[src/hw/rtl/fixtvp_pkg.sv]
package fixtvp_pkg;

  // Port widths
  localparam int FIELD_W          = 20;
  localparam int CFG_W            = 20;
  localparam int STATUS_W         = 3;
  localparam int LENGTH_WIDTH_DEF = 20;

  localparam logic [CFG_W-1:0] SIZE_LIMIT_RST = 20'd4096;

  // Frame counter saturates here
  localparam int               FRAME_CNT_W   = 21;
  localparam logic [FRAME_CNT_W-1:0] FRAME_CNT_MAX = '1;

  // Characters of the tag/value syntax
  localparam logic [7:0] CH_SOH   = 8'h01;
  localparam logic [7:0] CH_EIGHT = 8'h38;
  localparam logic [7:0] CH_EQ    = 8'h3D;
  localparam logic [7:0] CH_NINE  = 8'h39;
  localparam logic [7:0] CH_ONE   = 8'h31;
  localparam logic [7:0] CH_ZERO  = 8'h30;

  // Result status codes
  localparam logic [STATUS_W-1:0] ST_OK       = 3'd0;
  localparam logic [STATUS_W-1:0] ST_RESYNC   = 3'd1;
  localparam logic [STATUS_W-1:0] ST_BAD_LEN  = 3'd2;
  localparam logic [STATUS_W-1:0] ST_TOO_BIG  = 3'd3;
  localparam logic [STATUS_W-1:0] ST_CKSUM    = 3'd4;

  typedef struct packed {
    logic [STATUS_W-1:0] status;
    logic [FIELD_W-1:0]  frame_bytes;
    logic [FIELD_W-1:0]  body_offset;
    logic [FIELD_W-1:0]  body_bytes;
  } result_t;

  function automatic logic is_dec(input logic [7:0] b);
    is_dec = (b >= CH_ZERO) && (b <= CH_NINE);
  endfunction

endpackage

[src/hw/rtl/fix_tag_value_frame_parser_top.sv]
// Tag/value frame parser for a FIX-style byte stream. One byte per transaction goes in on
// the in_ channel; the block checks the begin string "8=...<SOH>", the "9=<digits><SOH>"
// body length (bounded by the frame size limit written on cfg_wr_data, reset value 4096),
// counts off the body, whose last byte must be SOH, and checks the "10=ddd<SOH>" trailer
// against a mod-256 sum of all bytes ahead of the trailer tag. Exactly one result
// transaction is issued per frame: status 0 with frame length, body offset and body
// length on success, or an error status (1 resync, 2 bad body length/tag, 3 too large,
// 4 checksum) with zeroed lengths at the byte that decides the error; the parser then
// expects '8' again.
// Throughput is one byte per clock while the result register is not stalled. A byte accepted
// into the input register is folded into the frame state by the combinational parser update,
// and its result (if any) is loaded into the result register that drives out_. A
// stalled result register blocks further bytes only while it is still full and not being
// taken. Write the size limit only while no byte is in flight.
module fix_tag_value_frame_parser_top #(
  parameter int LENGTH_WIDTH = fixtvp_pkg::LENGTH_WIDTH_DEF
) (
  input  logic                            clk,
  input  logic                            rst_n,
  // Byte input channel
  input  logic                            in_valid,
  output logic                            in_ready,
  input  logic [7:0]                      in_data_byte,
  // Result channel
  output logic                            out_valid,
  input  logic                            out_ready,
  output logic [fixtvp_pkg::STATUS_W-1:0] out_status,
  output logic [fixtvp_pkg::FIELD_W-1:0]  out_frame_len,
  output logic [fixtvp_pkg::FIELD_W-1:0]  out_body_offset,
  output logic [fixtvp_pkg::FIELD_W-1:0]  out_body_len,
  // Configuration
  input  logic                            cfg_wr_en,
  input  logic [fixtvp_pkg::CFG_W-1:0]    cfg_wr_data
);
  import fixtvp_pkg::*;

  logic [CFG_W-1:0] mfb_r;
  logic [CFG_W-1:0] mfb_nxt;
  logic             hold_valid;
  logic [7:0]       hold_byte;
  logic             can_load;
  logic             step;
  logic             res_valid;
  result_t          res;

  // Configuration register: take the write data whenever the enable is high
  assign mfb_nxt = cfg_wr_en ? cfg_wr_data : mfb_r;

  always_ff @(posedge clk) begin
    if (!rst_n) begin
      mfb_r <= SIZE_LIMIT_RST;
    end else begin
      mfb_r <= mfb_nxt;
    end
  end

  // Advance the held byte through the parser whenever the result register can take
  // whatever it produces
  assign step = hold_valid && can_load;

  fixtvp_in_reg u_in_reg (
    .clk          (clk),
    .rst_n        (rst_n),
    .in_valid     (in_valid),
    .in_ready     (in_ready),
    .in_data_byte (in_data_byte),
    .take         (step),
    .hold_valid   (hold_valid),
    .hold_byte    (hold_byte)
  );

  fixtvp_parser #(
    .LENGTH_WIDTH (LENGTH_WIDTH)
  ) u_parser (
    .clk        (clk),
    .rst_n      (rst_n),
    .step       (step),
    .data_byte  (hold_byte),
    .size_limit (mfb_r),
    .res_valid  (res_valid),
    .res        (res)
  );

  fixtvp_out_reg u_out_reg (
    .clk             (clk),
    .rst_n           (rst_n),
    .load            (step && res_valid),
    .res_i           (res),
    .can_load        (can_load),
    .out_valid       (out_valid),
    .out_ready       (out_ready),
    .out_status      (out_status),
    .out_frame_len   (out_frame_len),
    .out_body_offset (out_body_offset),
    .out_body_len    (out_body_len)
  );

  // Error results carry no lengths
  a_err_zero_len: assert property (@(posedge clk) disable iff (!rst_n)
    (out_valid && out_status != ST_OK) |->
      (out_frame_len == '0 && out_body_offset == '0 && out_body_len == '0))
    else $error("error result with nonzero length fields");

  // A good frame has a nonempty body that starts inside the frame
  a_ok_geometry: assert property (@(posedge clk) disable iff (!rst_n)
    (out_valid && out_status == ST_OK) |->
      (out_body_len != '0 && out_body_offset < out_frame_len))
    else $error("completed frame with inconsistent body geometry");

  // Status codes stay within the defined set
  a_status_range: assert property (@(posedge clk) disable iff (!rst_n)
    out_valid |-> (out_status <= ST_CKSUM))
    else $error("undefined result status");

  // Input back-pressure only comes from a full, stalled result register
  a_stall_cause: assert property (@(posedge clk) disable iff (!rst_n)
    !in_ready |-> (hold_valid && out_valid && !out_ready))
    else $error("input stalled without a full result register");

  // Hold the limit register unless it is written
  a_cfg_hold: assert property (@(posedge clk) disable iff (!rst_n)
    !cfg_wr_en |=> $stable(mfb_r))
    else $error("limit register changed without a write");

endmodule

[src/hw/rtl/fixtvp_in_reg.sv]
module fixtvp_in_reg (
  input  logic       clk,
  input  logic       rst_n,
  input  logic       in_valid,
  output logic       in_ready,
  input  logic [7:0] in_data_byte,
  input  logic       take,
  output logic       hold_valid,
  output logic [7:0] hold_byte
);
  logic       vld_r;
  logic       vld_nxt;
  logic [7:0] byte_r;

  assign in_ready   = !vld_r || take;
  assign hold_valid = vld_r;
  assign hold_byte  = byte_r;

  always_comb begin
    vld_nxt = vld_r;
    if (in_valid && in_ready) begin
      vld_nxt = 1'b1;
    end else if (take) begin
      vld_nxt = 1'b0;
    end
  end

  always_ff @(posedge clk) begin
    if (!rst_n) begin
      vld_r <= 1'b0;
    end else begin
      vld_r <= vld_nxt;
    end
  end

  // Payload needs no reset
  always_ff @(posedge clk) begin
    if (in_valid && in_ready) begin
      byte_r <= in_data_byte;
    end
  end

endmodule

[src/hw/rtl/fixtvp_parser.sv]
module fixtvp_parser #(
  parameter int LENGTH_WIDTH = fixtvp_pkg::LENGTH_WIDTH_DEF
) (
  input  logic                         clk,
  input  logic                         rst_n,
  input  logic                         step,
  input  logic [7:0]                   data_byte,
  input  logic [fixtvp_pkg::CFG_W-1:0] size_limit,
  output logic                         res_valid,
  output fixtvp_pkg::result_t          res
);
  import fixtvp_pkg::*;

  localparam int LW = LENGTH_WIDTH;
  localparam int PW = LENGTH_WIDTH + 1;
  localparam int CW = (LENGTH_WIDTH > CFG_W) ? LENGTH_WIDTH : CFG_W;

  localparam logic [3:0] PH_EXP8  = 4'd0;
  localparam logic [3:0] PH_EXPEQ = 4'd1;
  localparam logic [3:0] PH_BEGIN = 4'd2;
  localparam logic [3:0] PH_TAG9  = 4'd3;
  localparam logic [3:0] PH_TAGEQ = 4'd4;
  localparam logic [3:0] PH_LEN   = 4'd5;
  localparam logic [3:0] PH_BODY  = 4'd6;
  localparam logic [3:0] PH_CK1   = 4'd7;
  localparam logic [3:0] PH_CK0   = 4'd8;
  localparam logic [3:0] PH_CKEQ  = 4'd9;
  localparam logic [3:0] PH_CKD   = 4'd10;
  localparam logic [3:0] PH_CKSOH = 4'd11;

  localparam logic [PW-1:0] POS_CAP = '1;
  localparam logic [CW-1:0] LEN_CAP = CW'({LW{1'b1}});

  logic [3:0]             phase_r, phase_nxt;
  logic [FRAME_CNT_W-1:0] frame_cnt_r, frame_cnt_nxt;
  logic [LW-1:0]          decl_len_r, decl_len_nxt;
  logic [LW-1:0]          body_rem_r, body_rem_nxt;
  logic [PW-1:0]          body_start_r, body_start_nxt;
  logic [7:0]             run_sum_r, run_sum_nxt;
  logic [9:0]             ck_val_r, ck_val_nxt;
  logic [1:0]             digit_cnt_r, digit_cnt_nxt;
  logic [PW-1:0]          pos_r, pos_nxt;
  logic [STATUS_W-1:0]    len_err_r, len_err_nxt;
  logic                   tag_bad_r, tag_bad_nxt;
  logic                   digit_bad_r, digit_bad_nxt;

  logic [CW-1:0]          mfb_ext;
  logic [CW-1:0]          lim_ext;
  logic [LW-1:0]          lim;
  logic [PW-1:0]          pos_inc;
  logic [LW+3:0]          len_acc;
  logic [13:0]            ck_acc;
  logic [LW-1:0]          rem_dec;
  logic                   fin;
  logic                   clr;
  logic [STATUS_W-1:0]    st;
  logic                   ok;

  // Limit is the register clamped to the length width
  assign mfb_ext = CW'(size_limit);
  assign lim_ext = (mfb_ext < LEN_CAP) ? mfb_ext : LEN_CAP;
  assign lim     = lim_ext[LW-1:0];

  assign pos_inc = (pos_r == POS_CAP) ? pos_r : pos_r + 1'b1;
  assign len_acc = (LW+4)'({decl_len_r, 3'b000}) + (LW+4)'({decl_len_r, 1'b0})
                 + (LW+4)'(data_byte[3:0]);
  assign ck_acc  = 14'({ck_val_r, 3'b000}) + 14'({ck_val_r, 1'b0}) + 14'(data_byte[3:0]);
  assign rem_dec = (body_rem_r != '0) ? body_rem_r - 1'b1 : body_rem_r;

  always_comb begin
    phase_nxt      = phase_r;
    frame_cnt_nxt  = frame_cnt_r;
    decl_len_nxt   = decl_len_r;
    body_rem_nxt   = body_rem_r;
    body_start_nxt = body_start_r;
    run_sum_nxt    = run_sum_r;
    ck_val_nxt     = ck_val_r;
    digit_cnt_nxt  = digit_cnt_r;
    pos_nxt        = pos_r;
    len_err_nxt    = len_err_r;
    tag_bad_nxt    = tag_bad_r;
    digit_bad_nxt  = digit_bad_r;
    fin            = 1'b0;
    clr            = 1'b0;
    st             = ST_OK;
    ok             = 1'b0;

    if (step) begin
      if (phase_r <= PH_BODY) begin
        run_sum_nxt = run_sum_r + data_byte;
      end
      case (phase_r)
        PH_EXP8: begin
          if (data_byte != CH_EIGHT) begin
            fin = 1'b1;
            st  = ST_RESYNC;
          end else begin
            phase_nxt = PH_EXPEQ;
          end
        end
        PH_EXPEQ: begin
          if (data_byte != CH_EQ) begin
            fin = 1'b1;
            st  = ST_RESYNC;
          end else begin
            phase_nxt = PH_BEGIN;
          end
        end
        PH_BEGIN: begin
          if (data_byte == CH_SOH) begin
            phase_nxt = PH_TAG9;
          end
        end
        PH_TAG9: begin
          tag_bad_nxt = (data_byte != CH_NINE);
          phase_nxt   = PH_TAGEQ;
        end
        PH_TAGEQ: begin
          if (tag_bad_r || data_byte != CH_EQ) begin
            fin = 1'b1;
            st  = ST_BAD_LEN;
          end else begin
            decl_len_nxt = '0;
            len_err_nxt  = ST_OK;
            phase_nxt    = PH_LEN;
          end
        end
        PH_LEN: begin
          if (data_byte == CH_SOH) begin
            if (len_err_r != ST_OK) begin
              fin = 1'b1;
              st  = len_err_r;
            end else if (decl_len_r == '0) begin
              fin = 1'b1;
              st  = ST_BAD_LEN;
            end else begin
              body_start_nxt = pos_inc;
              body_rem_nxt   = decl_len_r;
              tag_bad_nxt    = 1'b0;
              phase_nxt      = PH_BODY;
            end
          end else if (len_err_r == ST_OK) begin
            if (!is_dec(data_byte)) begin
              len_err_nxt = ST_BAD_LEN;
            end else if (len_acc > (LW+4)'(lim)) begin
              len_err_nxt = ST_TOO_BIG;
            end else begin
              decl_len_nxt = len_acc[LW-1:0];
            end
          end
        end
        PH_BODY: begin
          body_rem_nxt = rem_dec;
          if (rem_dec == '0) begin
            if (data_byte != CH_SOH) begin
              tag_bad_nxt = 1'b1;
            end
            phase_nxt = PH_CK1;
          end
        end
        PH_CK1: begin
          if (data_byte != CH_ONE) begin
            tag_bad_nxt = 1'b1;
          end
          phase_nxt = PH_CK0;
        end
        PH_CK0: begin
          if (data_byte != CH_ZERO) begin
            tag_bad_nxt = 1'b1;
          end
          phase_nxt = PH_CKEQ;
        end
        PH_CKEQ: begin
          if (data_byte != CH_EQ) begin
            tag_bad_nxt = 1'b1;
          end
          ck_val_nxt    = '0;
          digit_cnt_nxt = '0;
          digit_bad_nxt = 1'b0;
          phase_nxt     = PH_CKD;
        end
        PH_CKD: begin
          if (is_dec(data_byte)) begin
            ck_val_nxt = ck_acc[9:0];
          end else begin
            digit_bad_nxt = 1'b1;
          end
          digit_cnt_nxt = digit_cnt_r + 1'b1;
          if (digit_cnt_nxt == 2'd3) begin
            phase_nxt = PH_CKSOH;
          end
        end
        PH_CKSOH: begin
          fin = 1'b1;
          if (tag_bad_r) begin
            st = ST_BAD_LEN;
          end else if (digit_bad_r || data_byte != CH_SOH || ck_val_r != {2'b00, run_sum_r}) begin
            st = ST_CKSUM;
          end else if (pos_inc > {1'b0, lim}) begin
            st = ST_TOO_BIG;
          end else begin
            st = ST_OK;
            ok = 1'b1;
            if (frame_cnt_r != FRAME_CNT_MAX) begin
              frame_cnt_nxt = frame_cnt_r + 1'b1;
            end
          end
        end
        default: begin
          clr = 1'b1;
        end
      endcase

      if (fin || clr) begin
        phase_nxt      = PH_EXP8;
        decl_len_nxt   = '0;
        body_rem_nxt   = '0;
        body_start_nxt = '0;
        run_sum_nxt    = '0;
        ck_val_nxt     = '0;
        digit_cnt_nxt  = '0;
        pos_nxt        = '0;
        len_err_nxt    = ST_OK;
        tag_bad_nxt    = 1'b0;
        digit_bad_nxt  = 1'b0;
      end else begin
        pos_nxt = pos_inc;
      end
    end
  end

  assign res_valid       = fin;
  assign res.status      = st;
  assign res.frame_bytes = ok ? FIELD_W'(pos_inc)      : '0;
  assign res.body_offset = ok ? FIELD_W'(body_start_r) : '0;
  assign res.body_bytes  = ok ? FIELD_W'(decl_len_r)   : '0;

  always_ff @(posedge clk) begin
    if (!rst_n) begin
      phase_r      <= PH_EXP8;
      frame_cnt_r  <= '0;
      decl_len_r   <= '0;
      body_rem_r   <= '0;
      body_start_r <= '0;
      run_sum_r    <= '0;
      ck_val_r     <= '0;
      digit_cnt_r  <= '0;
      pos_r        <= '0;
      len_err_r    <= ST_OK;
      tag_bad_r    <= 1'b0;
      digit_bad_r  <= 1'b0;
    end else begin
      phase_r      <= phase_nxt;
      frame_cnt_r  <= frame_cnt_nxt;
      decl_len_r   <= decl_len_nxt;
      body_rem_r   <= body_rem_nxt;
      body_start_r <= body_start_nxt;
      run_sum_r    <= run_sum_nxt;
      ck_val_r     <= ck_val_nxt;
      digit_cnt_r  <= digit_cnt_nxt;
      pos_r        <= pos_nxt;
      len_err_r    <= len_err_nxt;
      tag_bad_r    <= tag_bad_nxt;
      digit_bad_r  <= digit_bad_nxt;
    end
  end

endmodule

[src/hw/rtl/fixtvp_out_reg.sv]
module fixtvp_out_reg (
  input  logic                                clk,
  input  logic                                rst_n,
  input  logic                                load,
  input  fixtvp_pkg::result_t                 res_i,
  output logic                                can_load,
  output logic                                out_valid,
  input  logic                                out_ready,
  output logic [fixtvp_pkg::STATUS_W-1:0]     out_status,
  output logic [fixtvp_pkg::FIELD_W-1:0]      out_frame_len,
  output logic [fixtvp_pkg::FIELD_W-1:0]      out_body_offset,
  output logic [fixtvp_pkg::FIELD_W-1:0]      out_body_len
);
  import fixtvp_pkg::*;

  logic    vld_r;
  logic    vld_nxt;
  result_t res_r;

  assign can_load        = !vld_r || out_ready;
  assign out_valid       = vld_r;
  assign out_status      = res_r.status;
  assign out_frame_len   = res_r.frame_bytes;
  assign out_body_offset = res_r.body_offset;
  assign out_body_len    = res_r.body_bytes;

  always_comb begin
    vld_nxt = vld_r;
    if (load) begin
      vld_nxt = 1'b1;
    end else if (out_ready) begin
      vld_nxt = 1'b0;
    end
  end

  always_ff @(posedge clk) begin
    if (!rst_n) begin
      vld_r <= 1'b0;
    end else begin
      vld_r <= vld_nxt;
    end
  end

  always_ff @(posedge clk) begin
    if (load) begin
      res_r <= res_i;
    end
  end

endmodule
[config.mk]
export PLATFORM = sky130hd
export DESIGN_NAME = fix_tag_value_frame_parser_top
export DESIGN_NICKNAME = d
export VERILOG_FILES = /design/src/hw/rtl/fixtvp_pkg.sv /design/src/hw/rtl/fix_tag_value_frame_parser_top.sv /design/src/hw/rtl/fixtvp_in_reg.sv /design/src/hw/rtl/fixtvp_parser.sv /design/src/hw/rtl/fixtvp_out_reg.sv
export SDC_FILE = /design/constraint.sdc
export NUM_CORES = 1
export LEC_CHECK = 0
export BUFFER_PORTS_ARGS = -buffer_cell sky130_fd_sc_hd__clkbuf_2
export CORE_MARGIN = 2
export CORE_UTILIZATION = 40
export DETAILED_ROUTE_END_ITERATION = 8
export PLACE_DENSITY = 0.64
export SLEW_MARGIN = 10
export SYNTH_ARGS = -nofsm -noshare
export SYNTH_HDL_FRONTEND = slang
export SYNTH_HIERARCHICAL = 1
export SYNTH_SLANG_ARGS = --single-unit
[constraint.sdc]
create_clock -name clk -period 9.2 [get_ports clk]
set_input_delay 0.46 -clock clk [delete_from_list [all_inputs] [get_ports clk]]
set_output_delay 0.46 -clock clk [all_outputs]
set_load 0.005 [all_outputs]
# Yosys cells after proc, flatten, opt, wreduce, memory -nomap -nowiden
# Cells that the tools add are included.
dict set report totals {
  regBits 203
  latchBits 0
  output_inout_bits 65
  wordCells 204
  mem_count 0
  ram_bits 0
  romBits 0
}
dict set report classes {
  order_cmp 6
  bitwise_logic 0
  n_mux 89
  n_addsub 8
  n_mul 0
  n_shift 0
  n_div 0
  n_eq_ne 43
  n_reduce_logical 39
}
# cell n
set op_table {}
lappend op_table {{20-bit 2-to-1 mux} 17}
lappend op_table {{20-bit case mux with 2 select lines} 2}
lappend op_table {{4-bit case mux with 11 select lines} 1}
lappend op_table {{21-bit 2-to-1 mux} 2}
lappend op_table {{20-bit logical NOT} 2}
lappend op_table {{4-bit 2-to-1 mux} 10}
lappend op_table {{8-bit by 6-bit != test with 1-bit output (second input constant)} 5}
lappend op_table {{3-bit by 1-bit != test with 1-bit output (second input constant)} 11}
lappend op_table {{1-bit 2-to-1 mux} 32}
lappend op_table {{3-bit 2-to-1 mux} 10}
lappend op_table {{23-bit by 21-bit adder with 24-bit output} 1}
lappend op_table {{24-bit by 4-bit adder with 24-bit output} 1}
lappend op_table {{24-bit by 20-bit > comparator with 1-bit output} 1}
lappend op_table {{3-bit != test (second input constant)} 8}
lappend op_table {{21-bit by 1-bit adder with 21-bit output (second input constant)} 1}
lappend op_table {{21-bit == test (second input constant)} 1}
lappend op_table {{21-bit by 20-bit > comparator with 1-bit output} 1}
lappend op_table {{20-bit < comparator (second input constant)} 1}
lappend op_table {{10-bit 2-to-1 mux} 2}
lappend op_table {{10-bit case mux with 2 select lines} 1}
lappend op_table {{20-bit nonzero test} 1}
lappend op_table {{20-bit by 1-bit subtractor with 20-bit output (second input constant)} 1}
lappend op_table {{4-bit by 3-bit == test with 1-bit output (second input constant)} 4}
lappend op_table {{4-bit == test (second input constant)} 4}
lappend op_table {{other kinds (40)} 65}

# Longest topological paths before layout
dict set report logic_depth {
  depth_word 9
  mapped_depth 20
  mapped_depth_nobuf 19
}

# Cells and area by module
# Netlist, hierarchy kept.
# mod seq_area_each_um2 n_inst area_per_inst_um2 cells_per_inst
set modules_own_cells {}
lappend modules_own_cells {fixtvp_parser 2182.1 1 9471.6 1225}
lappend modules_own_cells {fixtvp_out_reg 1911.8 1 1940.6 67}
lappend modules_own_cells {fix_tag_value_frame_parser_top 400.4 1 765.7 66}
lappend modules_own_cells {fixtvp_in_reg 260.2 1 297.8 13}

# Worst setup path before layout
# No wires, ideal clock.
dict set report synth_timing {
  path_kind {register -> register}
  start {register u_in_reg.byte_r[3] (netlist: u_in_reg/hold_byte[3])}
  end {register u_parser.decl_len_r[19]}
  path_slack_ns 4.760
  arrival_time_ns 4.323
  path_stages_with_launch 21
  synth_period_minus_slack_ns 4.440
  n_path_buf 1
  required_time_ns 9.083
  setup_time_ns 0.117
  cell_sequence {edfxtp_1 -> inv_1 -> fa_1 -> inv_1 -> fa_1 -> a21oi_1 -> o22ai_1 -> o211ai_1 -> o21bai_1 -> a31oi_1 -> xnor2_1 -> ha_1 -> nand4_1 -> nor4_1 -> a21bo_2 -> o211ai_1 -> a22o_1 -> nor2_1 -> nor4b_2 -> buf_4 -> a32o_1}
}
dict set report synth_between {
  elab_chain_len 8
}
# item line_no
set synth_lines {}
lappend synth_lines {{from (decl)} fixtvp_in_reg.sv:13} ;# logic [7:0] byte_r;
lappend synth_lines {{from (signal assigned)} fixtvp_in_reg.sv:39} ;# byte_r <= in_data_byte;
lappend synth_lines {{branches (longest 8 deep; another with 24-bit by 4-bit adder with 24-bit output)} n/a}
lappend synth_lines {{to (signal assigned)} fixtvp_parser.sv:255} ;# decl_len_r <= decl_len_nxt;
lappend synth_lines {{to (decl)} fixtvp_parser.sv:36} ;# logic [LW-1:0] decl_len_r, decl_len_nxt;
# Several ways; the timed one is not identified. The select of a mux whose other input is x is not followed.
# A chain may end at the register's enable or synchronous reset.

# Worst setup path after layout
# Same ends and word-level chain as after synthesis.

==> results.ini <==
[status]
status = completed

[sta]
skew_ps = 30.1
maxSlewHeadroom_pct = 24.3
slew_viol_final = 0
max_freq_mhz = 192
fin_crit_sh_pct = 56.5
finalSetupTns_ps = 0
setup_viol = 0
hold_violations = 0
post-route-min-period_ps = 5200
rsz0062_at_grt = false
setup_slack_ps = 4000
worst_pin_slew_ps = 1130

[global_route]
grt_pass1_wl_microns = 52600
grt_overflow = 0
track_usage_pct = 19.5
grt_pass1_vias = 9929
grt_start_max_net_pins = 70
antenna_found_initial = 0

[power_and_ir_drop]
swShare_pct = 23.3
p_int_mw = 1.55
design_power_total_mw = 2.02
combPwrFrac_pct = 5.4
switching_power_mw = 0.469
power.density_nw_per_um2 = 144
vdd_ir_drop_max_uv = 118
p_seq_share_pct = 47.2
clkPwrFrac_pct = 47.4
p_leak_nw = 5.55

[logic_synthesis]
yosys.area_share.adder_pct = 11.2
synth.net_count = 1513
async_flop_share_pct = 0
synth_top_family_by_area = simple AND/OR/NAND/NOR gates
synthSimpleGateAreaFrac_pct = 22.3
synthCells = 1371
synth_edf_count = 71
synth-main-ff-cell = dfxtp_1
ys_types = 91
synth_mux_area_share_pct = 3.53
synth_compound_area_share_pct = 16.3
seq_area_frac_synth_pct = 38.1
yosys.area_share.xor_xnor_pct = 4.21
synthesis.area_sq_um = 12500
yosysWarnings = 6
synth-seq-cells = 202
synth_area_per_cell_sq_um = 9.10

[setup_path]
r2r-start = u_in_reg/hold_byte[3]$_DFFE_PP_
crit_family = compound AO/OA/AOI/OAI gates
worstSetupPathType = flop to flop
critical_path_buf_inv_count = 3
path_cells = inv_1 -> fa_1 -> inv_1 -> ha_1 -> a211oi_1 -> o21ai_0 -> a32oi_1 -> nand2_1 -> a31oi_1 -> xnor2_1 -> ha_1 -> nand4_1 -> nor4_1 -> a21bo_2 -> o211ai_1 -> a22o_1 -> nor2_1 -> nor4b_4 -> buf_4 -> a32o_1
worst_path_largest_cell_delay_ps = 550
cp-end-kind = flop
ff2ff_setup_slack_ps = 4000
cpMaxStageDelayCell = fa_1
crit_required_ps = 9630
crit_path_start = u_in_reg/hold_byte[3]$_DFFE_PP_
crit_path_start_kind = flop
critPathMaxFanout = 20
arrival_ps = 5630

[clocking]
cts_sinks = 202
cts.clk_slew.worst_paths_ps = 70
ctsHoldBuffers = 0
cts_max_level = 1
cts_made_buffers = 23
cts_setup_buffers = 0
cts_root_buf = clkbuf_16
clock_latency_ps = 540
cts_resized = 0
clockBufferDepth = 3
tritoncts = built

[floorplan]
boundaryPins = 98
core_sq_um = 30700
die_x_microns = 181
die_area_sq_um = 32600
dieHeight_microns = 181
start_util_pct = 40.7
rows = 64

[drt]
firstDrtPassIters = 7
routed_wl_microns = 32900
vias = 10500
drc = 0
viasPerCell = 5.69
ant_nets = 0
first_iter_violations = 820
routedWlPerCell_microns = 17.8

[cells_and_area]
design_area_sq_um = 14000
final_cell_mix = dfxtp_1 (131), nor2_1 (121), nand2_1 (119), ha_1 (104), a21oi_1 (100)
diodes = 0
final_common_cell = dfxtp_1
drive_gt1_share_pct = 12.7
nNetsFinal = 1574
fillCellCount = 2975
area_delta_synth_final_pct = 12.1

[worst_hold_path]
hold_path.class = primary input to flop
hp-start = in_data_byte[7]

[placed_design]
numPortBuffers = 97
place_hpwl_microns = 24000
pre_cts_slack_ps = 4040
post_dp_cell_area_sq_um = 13200
place.gp.congestion = 0.972

[flow_run]
maxCapViolations = 0

-- final cells by class --
type / instances / area (sq um) / area share, %
clock inverters: 11 / 154 / 1.10
well taps: 396 / 495 / 3.54
repair buffers: 104 / 538 / 3.85
multi-input cells: 1047 / 7210 / 51.6
clock buffers: 31 / 626 / 4.47
inverters: 54 / 203 / 1.45
flip-flops and latches: 202 / 4750 / 34.0
-- kinds of logic after synthesis --
family | after synthesis
compound gates | 302
simple gates | 532
mux | 44
fa+ha+maj | 109
buf+inv | 122
flops | 202
xor+xnor | 60
-- power groups by stage --
stage	clock, mW	combinational [mW]	sequential (mW)
CTS	0.971	0.109	0.952
finish	0.955	0.109	0.952
global route	1.01	0.121	0.953
floorplan	0	0.0716	0.969
detailed placement	0	0.109	0.971
global placement	0	0.108	0.970
-- layer usage --
layer	wire length, microns	track usage [%]
met2	14700	31.1
met5	0	0
met1	15100	27.2
met3	2000	2.77
met4	1010	6.48
-- synth_stat cells (35+ instances only) --
master	count	area, sq um
a21oi_1	100	500
nand3_1	35	175
edfxtp_1	71	2130
nand2_1	119	447
o21ai_0	45	225
nor2_1	122	458
and2_1	58	363
clkbuf_1	35	131
mux2i_1	44	440
inv_1	54	203
ha_1	104	1300
xnor2_1	38	333
dfxtp_1	131	2620
nor3_1	40	200
-- path summary, 6_finish.rpt --
kind	cells after the start	end
setup / recovery	20	u_parser/decl_len_r[19]$_SDFFE_PN0P_
hold / removal	1	u_in_reg/hold_byte[7]$_DFFE_PP_
setup reg to reg	20	u_parser/decl_len_r[19]$_SDFFE_PN0P_
hold reg to reg	2	u_parser/body_start_r[0]$_SDFFE_PN0P_
-- worst reg2reg max path, stage by stage, from the launching register on --
cell      delay, ps
edfxtp_1        460
inv_1           160
fa_1            560
inv_1            70
ha_1            310
a211oi_1        290
o21ai_0         210
a32oi_1         440
nand2_1         160
a31oi_1         250
xnor2_1         120
ha_1            310
nand4_1         150
nor4_1          360
a21bo_2         270
o211ai_1         80
a22o_1          170
nor2_1           40
nor4b_4         130
buf_4           250
a32o_1          300
-- through the flow --
step                      hold WS (ps)  util [%]  cells
after CTS                         84.8      45.6   1845
after global routing              89.8      45.6   1845
after floorplan                    427         -   1371
after global placement             437      43.0   1803
after detailed placement           439      43.0   1803
final                             97.0      45.6   1845
-- registers in the layout, indices dropped and copies added, names as in the netlist, 2 cells and up --
signal and cells:
mfb_r 20, u_in_reg/hold_byte 8, u_out_reg/out_body_len 20, u_out_reg/out_body_offset 20
u_out_reg/out_frame_len 20, u_out_reg/out_status 3, u_parser/body_rem_r 20, u_parser/body_start_r 20
u_parser/ck_val_r 10, u_parser/decl_len_r 20, u_parser/digit_cnt_r 2, u_parser/len_err_r 2
u_parser/phase_r 4, u_parser/pos_r 21, u_parser/run_sum_r 8
No activity file was read; power rests on OpenSTA's default activity.
